$ cat config.mk
export PLATFORM = sky130hd
export DESIGN_NAME = sorted_priority_queue_unit
export DESIGN_NICKNAME = d
export VERILOG_FILES = /design/src/sv/spq_pkg.sv /design/src/sv/spq_ram.sv /design/src/sv/spq_ctrl.sv /design/src/sv/spq_dpath.sv /design/src/sv/sorted_priority_queue_unit.sv
export SDC_FILE = /design/constraint.sdc
export NUM_CORES = 2
export LEC_CHECK = 0
export BUFFER_PORTS_ARGS = -buffer_cell sky130_fd_sc_hd__buf_4
export CAP_MARGIN = 10
export CORE_MARGIN = 2
export CORE_UTILIZATION = 49
export DETAILED_ROUTE_END_ITERATION = 7
export MAX_ROUTING_LAYER = met4
export PLACE_DENSITY = 0.75
export SLEW_MARGIN = 15
export SYNTH_ARGS = -nofsm -noshare
export SYNTH_HDL_FRONTEND = slang
export SYNTH_SLANG_ARGS = --single-unit
$ cat constraint.sdc
create_clock -name clock -period 16.5 [get_ports clock]
set_clock_uncertainty 0.1 [all_clocks]
set_input_delay 3.3 -clock clock [delete_from_list [all_inputs] [get_ports clock]]
set_output_delay 3.3 -clock clock [all_outputs]
set_load 0.01 [all_outputs]
$ cat src/sv/spq_pkg.sv
// ----------------------------------------------------------------------------
// spq_pkg
// Shared types and constants of the sorted priority queue: field widths,
// stream word layout, opcodes, and the control/status bundles.
// ----------------------------------------------------------------------------
package spq_pkg;

   // field widths
   localparam int KEY_W = 32;
   localparam int PAY_W = 32;
   localparam int CNT_W = 5;

   // stream word widths (fields packed from bit 0, padded to whole bytes)
   localparam int REQ_W = 72;
   localparam int RSP_W = 72;

   // opcodes
   localparam logic OP_INSERT = 1'b0;
   localparam logic OP_DELETE = 1'b1;

   // commands from the controller to the datapath
   typedef struct packed {
      logic load;     // capture key and payload, start index at the count
      logic rd_top;   // read the entry at count - 1 (smallest key)
      logic rd_next;  // read the entry at index - 2
      logic shift;    // move the read entry up to index, step index down
      logic put;      // write the new entry at index, emit success
      logic take;     // emit the read entry, drop the count
      logic fail;     // emit a rejected result
   } cmd_type;

   // status from the datapath to the controller
   typedef struct packed {
      logic full;
      logic empty;
      logic idx_one;   // index points just above the bottom entry
      logic less;      // read key is below the held key
      logic out_free;  // result register can take a word this cycle
   } sts_type;

endpackage

$ cat src/sv/spq_ram.sv
// ----------------------------------------------------------------------------
// spq_ram
// Generic single-write, single-read RAM with a registered, enabled read port.
// ----------------------------------------------------------------------------
module spq_ram #(
   parameter int WIDTH = 64,
   parameter int DEPTH = 16
) (
   input  logic                     clock,
   input  logic                     wr_en,
   input  logic [$clog2(DEPTH)-1:0] wr_addr,
   input  logic [WIDTH-1:0]         wr_data,
   input  logic                     rd_en,
   input  logic [$clog2(DEPTH)-1:0] rd_addr,
   output logic [WIDTH-1:0]         rd_data
);

   logic [WIDTH-1:0] mem_ff [DEPTH];
   logic [WIDTH-1:0] rd_data_ff;

   // write port
   always_ff @(posedge clock) begin
      if (wr_en) begin
         mem_ff[wr_addr] <= wr_data;
      end
   end

   // read port, hold data until the next read
   always_ff @(posedge clock) begin
      if (rd_en) begin
         rd_data_ff <= mem_ff[rd_addr];
      end
   end

   assign rd_data = rd_data_ff;

endmodule

$ cat src/sv/spq_ctrl.sv
// ----------------------------------------------------------------------------
// spq_ctrl
// Controller of the sorted priority queue: accepts one word at a time and
// sequences the insertion walk, the front removal and the result handoff.
// ----------------------------------------------------------------------------
module spq_ctrl (
   input  logic            clock,
   input  logic            reset,
   input  logic            req_tvalid,
   output logic            req_tready,
   input  logic            opcode,
   input  spq_pkg::sts_type sts,
   output spq_pkg::cmd_type cmd
);
   import spq_pkg::*;

   typedef enum logic [2:0] {
      S_IDLE,
      S_INS_CMP,
      S_INS_PUT,
      S_DEL_TAKE,
      S_FAIL
   } state_type;

   state_type state_ff, state_in;
   logic      accept;

   assign req_tready = (state_ff == S_IDLE);
   assign accept     = req_tvalid && req_tready;

   // next state and commands
   always_comb begin
      state_in = state_ff;
      cmd      = '0;
      case (state_ff)
         S_IDLE: begin
            if (accept) begin
               cmd.load = 1'b1;
               if (opcode == OP_DELETE) begin
                  if (sts.empty) begin
                     state_in = S_FAIL;
                  end else begin
                     cmd.rd_top = 1'b1;
                     state_in   = S_DEL_TAKE;
                  end
               end else begin
                  if (sts.full) begin
                     state_in = S_FAIL;
                  end else if (sts.empty) begin
                     state_in = S_INS_PUT;
                  end else begin
                     cmd.rd_top = 1'b1;
                     state_in   = S_INS_CMP;
                  end
               end
            end
         end
         S_INS_CMP: begin
            // shift smaller entries up until a key at or above the new one
            if (sts.less) begin
               cmd.shift = 1'b1;
               if (sts.idx_one) begin
                  state_in = S_INS_PUT;
               end else begin
                  cmd.rd_next = 1'b1;
               end
            end else begin
               state_in = S_INS_PUT;
            end
         end
         S_INS_PUT: begin
            if (sts.out_free) begin
               cmd.put  = 1'b1;
               state_in = S_IDLE;
            end
         end
         S_DEL_TAKE: begin
            if (sts.out_free) begin
               cmd.take = 1'b1;
               state_in = S_IDLE;
            end
         end
         S_FAIL: begin
            if (sts.out_free) begin
               cmd.fail = 1'b1;
               state_in = S_IDLE;
            end
         end
         default: begin
            state_in = S_IDLE;
         end
      endcase
   end

   // hold state
   always_ff @(posedge clock) begin
      if (reset) begin
         state_ff <= S_IDLE;
      end else begin
         state_ff <= state_in;
      end
   end

endmodule

$ cat src/sv/spq_dpath.sv
// ----------------------------------------------------------------------------
// spq_dpath
// Datapath of the sorted priority queue: entry RAM kept in descending key
// order (smallest at the top), count and walk index, held input word, and
// the result register.
// ----------------------------------------------------------------------------
module spq_dpath #(
   parameter int CAPACITY = 16
) (
   input  logic                        clock,
   input  logic                        reset,
   input  spq_pkg::cmd_type            cmd,
   output spq_pkg::sts_type            sts,
   input  logic [spq_pkg::KEY_W-1:0]   key_in,
   input  logic [spq_pkg::PAY_W-1:0]   payload_in,
   output logic                        rsp_tvalid,
   input  logic                        rsp_tready,
   output logic [spq_pkg::RSP_W-1:0]   rsp_tdata
);
   import spq_pkg::*;

   localparam int IDX_W  = $clog2(CAPACITY + 1);
   localparam int ADDR_W = $clog2(CAPACITY);
   localparam int ENT_W  = KEY_W + PAY_W;
   localparam int PAD_W  = RSP_W - (1 + KEY_W + PAY_W + CNT_W);

   logic [IDX_W-1:0]  occ_ff, occ_in;
   logic [IDX_W-1:0]  idx_ff, idx_in;
   logic [KEY_W-1:0]  key_ff;
   logic [PAY_W-1:0]  pay_ff;

   logic              wr_en;
   logic [ADDR_W-1:0] wr_addr;
   logic [ENT_W-1:0]  wr_data;
   logic              rd_en;
   logic [IDX_W-1:0]  rd_idx;
   logic [ENT_W-1:0]  rd_data;

   logic              rsp_valid_ff;
   logic              ok_ff;
   logic [KEY_W-1:0]  key_out_ff;
   logic [PAY_W-1:0]  pay_out_ff;
   logic [CNT_W-1:0]  cnt_ff;
   logic [IDX_W+CNT_W-1:0] occ_ext;
   logic              emit;

   // entry store: key in the low half, payload in the high half
   spq_ram #(
      .WIDTH (ENT_W),
      .DEPTH (CAPACITY)
   ) u_ram (
      .clock   (clock),
      .wr_en   (wr_en),
      .wr_addr (wr_addr),
      .wr_data (wr_data),
      .rd_en   (rd_en),
      .rd_addr (rd_idx[ADDR_W-1:0]),
      .rd_data (rd_data)
   );

   // write moved entries or the new entry at the walk index
   assign wr_en   = cmd.shift || cmd.put;
   assign wr_addr = idx_ff[ADDR_W-1:0];
   assign wr_data = cmd.shift ? rd_data : {pay_ff, key_ff};

   // read the top entry on accept, then step down during the walk
   assign rd_en  = cmd.rd_top || cmd.rd_next;
   assign rd_idx = cmd.rd_top ? (occ_ff - IDX_W'(1)) : (idx_ff - IDX_W'(2));

   // count and walk index
   always_comb begin
      occ_in = occ_ff;
      idx_in = idx_ff;
      if (cmd.load) begin
         idx_in = occ_ff;
      end else if (cmd.shift) begin
         idx_in = idx_ff - IDX_W'(1);
      end
      if (cmd.put) begin
         occ_in = occ_ff + IDX_W'(1);
      end else if (cmd.take) begin
         occ_in = occ_ff - IDX_W'(1);
      end
   end

   always_ff @(posedge clock) begin
      if (reset) begin
         occ_ff <= '0;
      end else begin
         occ_ff <= occ_in;
      end
   end

   always_ff @(posedge clock) begin
      idx_ff <= idx_in;
      if (cmd.load) begin
         key_ff <= key_in;
         pay_ff <= payload_in;
      end
   end

   // status toward the controller
   assign sts.full     = (occ_ff == IDX_W'(CAPACITY));
   assign sts.empty    = (occ_ff == '0);
   assign sts.idx_one  = (idx_ff == IDX_W'(1));
   assign sts.less     = ($signed(rd_data[KEY_W-1:0]) < $signed(key_ff));
   assign sts.out_free = !rsp_valid_ff || rsp_tready;

   // result register: count is taken modulo 32
   assign emit    = cmd.put || cmd.take || cmd.fail;
   assign occ_ext = (IDX_W + CNT_W)'(occ_in);

   always_ff @(posedge clock) begin
      if (reset) begin
         rsp_valid_ff <= 1'b0;
      end else if (emit) begin
         rsp_valid_ff <= 1'b1;
      end else if (rsp_tready) begin
         rsp_valid_ff <= 1'b0;
      end
   end

   always_ff @(posedge clock) begin
      if (emit) begin
         ok_ff      <= !cmd.fail;
         key_out_ff <= cmd.take ? rd_data[KEY_W-1:0] : '0;
         pay_out_ff <= cmd.take ? rd_data[ENT_W-1:KEY_W] : '0;
         cnt_ff     <= occ_ext[CNT_W-1:0];
      end
   end

   assign rsp_tvalid = rsp_valid_ff;
   assign rsp_tdata  = {{PAD_W{1'b0}}, cnt_ff, pay_out_ff, key_out_ff, ok_ff};

endmodule

$ cat src/sv/sorted_priority_queue_unit.sv
// ----------------------------------------------------------------------------
// sorted_priority_queue_unit
// Bounded min-priority queue kept in key order; insert and delete-smallest
// words in, one status word out for each.
//
//   channel  dir  tdata fields (lowest bit up)
//   req      in   opcode[0] key_in[32:1] payload_in[64:33] zero pad
//   rsp      out  ok[0] key_out[32:1] payload_out[64:33] entry_count[69:65] pad
//
// A delete reads the top entry on accept and emits it; a rejected word goes
// straight to its result. An insert walks down from the top, shifting up each
// stored key below the new key, and writes the new entry where the walk stops;
// the single RAM write port moves one entry per cycle.
// One word is in flight at a time; the result register lets a word be
// accepted while the previous result waits, and the walk stalls at its end
// until that register frees. Reset empties the queue at once.
// ----------------------------------------------------------------------------
module sorted_priority_queue_unit #(
   parameter int CAPACITY = 16
) (
   input  logic                      clock,
   input  logic                      reset,
   input  logic                      req_tvalid,
   output logic                      req_tready,
   // opcode, key_in, payload_in
   input  logic [spq_pkg::REQ_W-1:0] req_tdata,
   output logic                      rsp_tvalid,
   input  logic                      rsp_tready,
   // ok, key_out, payload_out, entry_count
   output logic [spq_pkg::RSP_W-1:0] rsp_tdata
);
   import spq_pkg::*;

   cmd_type cmd;
   sts_type sts;

   // sequence each word
   spq_ctrl u_ctrl (
      .clock      (clock),
      .reset      (reset),
      .req_tvalid (req_tvalid),
      .req_tready (req_tready),
      .opcode     (req_tdata[0]),
      .sts        (sts),
      .cmd        (cmd)
   );

   // store, walk and result register
   spq_dpath #(
      .CAPACITY (CAPACITY)
   ) u_dpath (
      .clock      (clock),
      .reset      (reset),
      .cmd        (cmd),
      .sts        (sts),
      .key_in     (req_tdata[KEY_W:1]),
      .payload_in (req_tdata[KEY_W+PAY_W:KEY_W+1]),
      .rsp_tvalid (rsp_tvalid),
      .rsp_tready (rsp_tready),
      .rsp_tdata  (rsp_tdata)
   );

endmodule

==> results.yml <==
detailed_routing:
  drc: 0
  routedWlPerCell_um: 28.1
  wl_mm: 104
  num_vias: 22400
  drtIter0Drc: 2961
  firstDrtPassIters: 5
  vias_per_cell: 6.03
  ant_nets: 0
clock_tree:
  cts_setup_buffers: 0
  cts_max_level: 3
  clockBufferDepth: 3
  hold_buffers: 0
  cts_tree: "built"
  cts_resized: 0
  cts-root-buf: "clkbuf_16"
  cts.sinks: 1236
  clkLatencyLatePin_ns: 0.71
  clkTransAtPathRegs_ns: 0.06
  cts_made_buffers: 117
cells_and_area:
  layout-drive-gt1-share: 0.283
  multi_input_area_mm2: 0.0105
  fin_cells: 3722
  diodes: 0
  finalInstanceArea_mm2: 0.0543
  nFillCells: 6950
  register_area_mm2: 0.0370
  nets: 2482
  area.growth.synth_to_final_pct: 12.7
setup_path:
  rr_startpoint: "u_dpath.u_ram.rd_data[31]"
  reg2reg_slack_ns: 10.81
  start_kind: "input port"
  worstPathMaxFanout: 76
  rr_worst_depth: 10
  arrival_ns: 7.37
  crit_type: "in2reg"
  r2r-end: "u_dpath.u_ram.mem_ff[7][3]"
  critPathCaptureType: "register"
  crit_required_ns: 16.80
synth:
  synthCells: 2168
  ys_ff_latch: 1236
  synth_cell_types: 47
  synth_top_area_cell: "edfxtp_1"
  synth-xor-area-share: 0.00237
  syn_area_mm2: 0.0481
  synth-simple-area-share: 0.0167
  synthMuxAreaShare: 0.175
  synth.most_common_cell: "edfxtp_1"
  ys_seq_area_frac: 0.769
  ys_top_cells_by_count: "edfxtp_1 (1227), mux4_2 (256), mux2i_1 (194)"
  synth_fa_ha_area_frac: 0.0107
  synthTopCellsByArea: "edfxtp_1 (77%), mux4_2 (12%), mux2i_1 (4.0%)"
  synth-edff-count: 1227
  yosys_warnings: 0
  synth_top_family_by_area: "multiplexers"
  async_reset_ff_frac: 0
  synth_compound_area_frac: 0.00832
  synthFlopType: "edfxtp_1"
  synth_area_per_cell_um2: 22.2
  synth.top_cell.area_share: 0.765
floorplan:
  io_pins: 150
  rows: 114
  fp.dieH_um: 317
  die_area_mm2: 0.101
  core-area_mm2: 0.0970
  die_w_um: 317
  start_util: 0.496
run:
  drv_cap: 0
timing:
  setup_violations: 0
  max_slew_margin: 0.213
  fin_crit_ns: 7.07
  drv_slew: 0
  period_share: 0.428
  finalSetupTns_ns: 0
  rsz0062_at_grt: "false"
  fmax_ghz: 0.142
  setup_ws_ns: 9.43
  worstMarginPinSlew_ns: 1.18
  hold_viol_final: 0
placement:
  dp.cells: 3521
  port_buffers: 140
  gp_congestion: 0.767
  dp_hpwl_mm: 50.8
  pre_cts_slack_ns: 8.65
  place_area_mm2: 0.0507
global_route:
  grt_antenna_before_repair: 2
  grt_use_met1: 0.290
  grt_util_all_layers: 0.213
  grt_pass1_wl_mm: 154
  overflow: 0
  globalRouteMet2Util: 0.339
  busiest_layer: "met2"
  grt_max_degree: 121
  grtUsageMet3: 0.0331
  grt_pass1_vias: 23200
run_status:
  run_status: "completed"
pwr:
  leakage_nw: 18.1
  peakVddDrop_mv: 0.0892
  powerDensity_mw_per_mm2: 136
worst_hold_path:
  min_from: "u_ctrl.state_ff[1]"
  whs_endpoint: "u_ctrl.state_ff[1]"
  min_path_type: "reg2reg"
  hold_depth: 2
power by group:
part / leakage, nW / switching [W] / internal, W
combinational: 5.23 / 0.000661 / 0.000532
sequential: 11.2 / 0.0000493 / 0.00364
clock: 1.72 / 0.00110 / 0.00140
total: 18.1 / 0.00181 / 0.00556
cell type report:
class                      instances  area share
sequential                      1236       0.682
multi-input combinational        777       0.193
clock buffer                     145      0.0563
tap                             1276      0.0294
timing repair buffer             191      0.0273
clock inverter                    55     0.00823
inverter                          42     0.00293
worst max-delay path, cell delays in order:
cell and delay (ns):
buf_4 0.09, or4b_1 0.60, a21o_1 0.44, mux2i_4 0.23
buf_4 0.90, buf_4 0.93, mux4_2 0.41, mux2i_1 0.21
mux2i_1 0.16
how the worst max path moves through the flow:
stage | startpoint | to | slack, ns | depth (start not counted)
floorplan | rsp_tready | u_dpath.u_ram.mem_ff[1][0] | 1.63 | 6
global placement | req_tvalid | u_dpath.u_ram.rd_data[33] | 8.76 | 9
detailed placement | req_tvalid | u_dpath.u_ram.rd_data[33] | 8.65 | 9
CTS | req_tvalid | u_dpath.u_ram.rd_data[33] | 9.35 | 9
global route | req_tvalid | u_dpath.u_ram.rd_data[33] | 9.09 | 9
finish | req_tvalid | u_dpath.u_ram.rd_data[47] | 9.43 | 9
layer usage:
metal  wire length [um]  vias to the layer above
li1                   -                     9368
met1              42000                    11900
met2              52000                     1050
met3               8250                      139
met4               2150                        0
met5                  0                        -
registers in the layout, summed over array words and instances (netlist names):
name / cells
u_ctrl.state_ff: 3
u_dpath.cnt_ff: 5
u_dpath.idx_ff: 5
u_dpath.key_ff: 32
u_dpath.key_out_ff: 32
u_dpath.occ_ff: 5
u_dpath.ok_ff: 1
u_dpath.pay_ff: 32
u_dpath.pay_out_ff: 32
u_dpath.rsp_tvalid: 1
u_dpath.u_ram.mem_ff: 1024
u_dpath.u_ram.rd_data: 64
kinds of logic (layout without fill, tap and decap cells):
group / count (synthesis) / after routing
xor gates and xnor gates: 13 / 13
muxes: 515 / 515
adders and majority gates: 41 / 41
DFF: 1236 / 1236
AOI/OAI and AO/OA: 63 / 63
buffers and inverters: 156 / 433
other: 1 / 2
and+or+nand+nor: 143 / 143
cell usage in the layout (no fill, tap or decap), types with 2 or more instances in the layout:
cell type   count
clkinvlp_4      2
inv_1          41
and3_1         65
o211ai_1        2
edfxtp_1     1227
o2bb2ai_1       2
nor2_1         11
a2111oi_2       6
ha_1           41
xor2_1          7
nor2b_1        10
mux4_2        256
a21oi_1        17
nor3b_1         3
clkinv_2       22
a21oi_4         9
a21o_1          2
o21ai_0        12
o21ai_4         2
clkinv_1       20
xnor2_1         6
nand2_1        27
mux2_2         65
clkbuf_1       27
nand2b_1        3
conb_1          2
buf_12          2
mux2i_1       193
bufinv_16       6
clkbuf_16     118
dfxtp_1         8
nor3_1          4
nand3_1         9
nor4_1          2
buf_4         188
a211oi_4        4
inv_6           4
stage by stage:
step                utilization  total power (W)  hold WS, ns
detailed placement        0.523          0.00494        0.447
finish                    0.559          0.00737        0.455
global route              0.559          0.00761        0.495
CTS                       0.559          0.00742        0.455
floorplan                     -          0.00463        0.402
global placement          0.523          0.00490        0.427
Note: power is estimated with default switching activity, not from simulation.
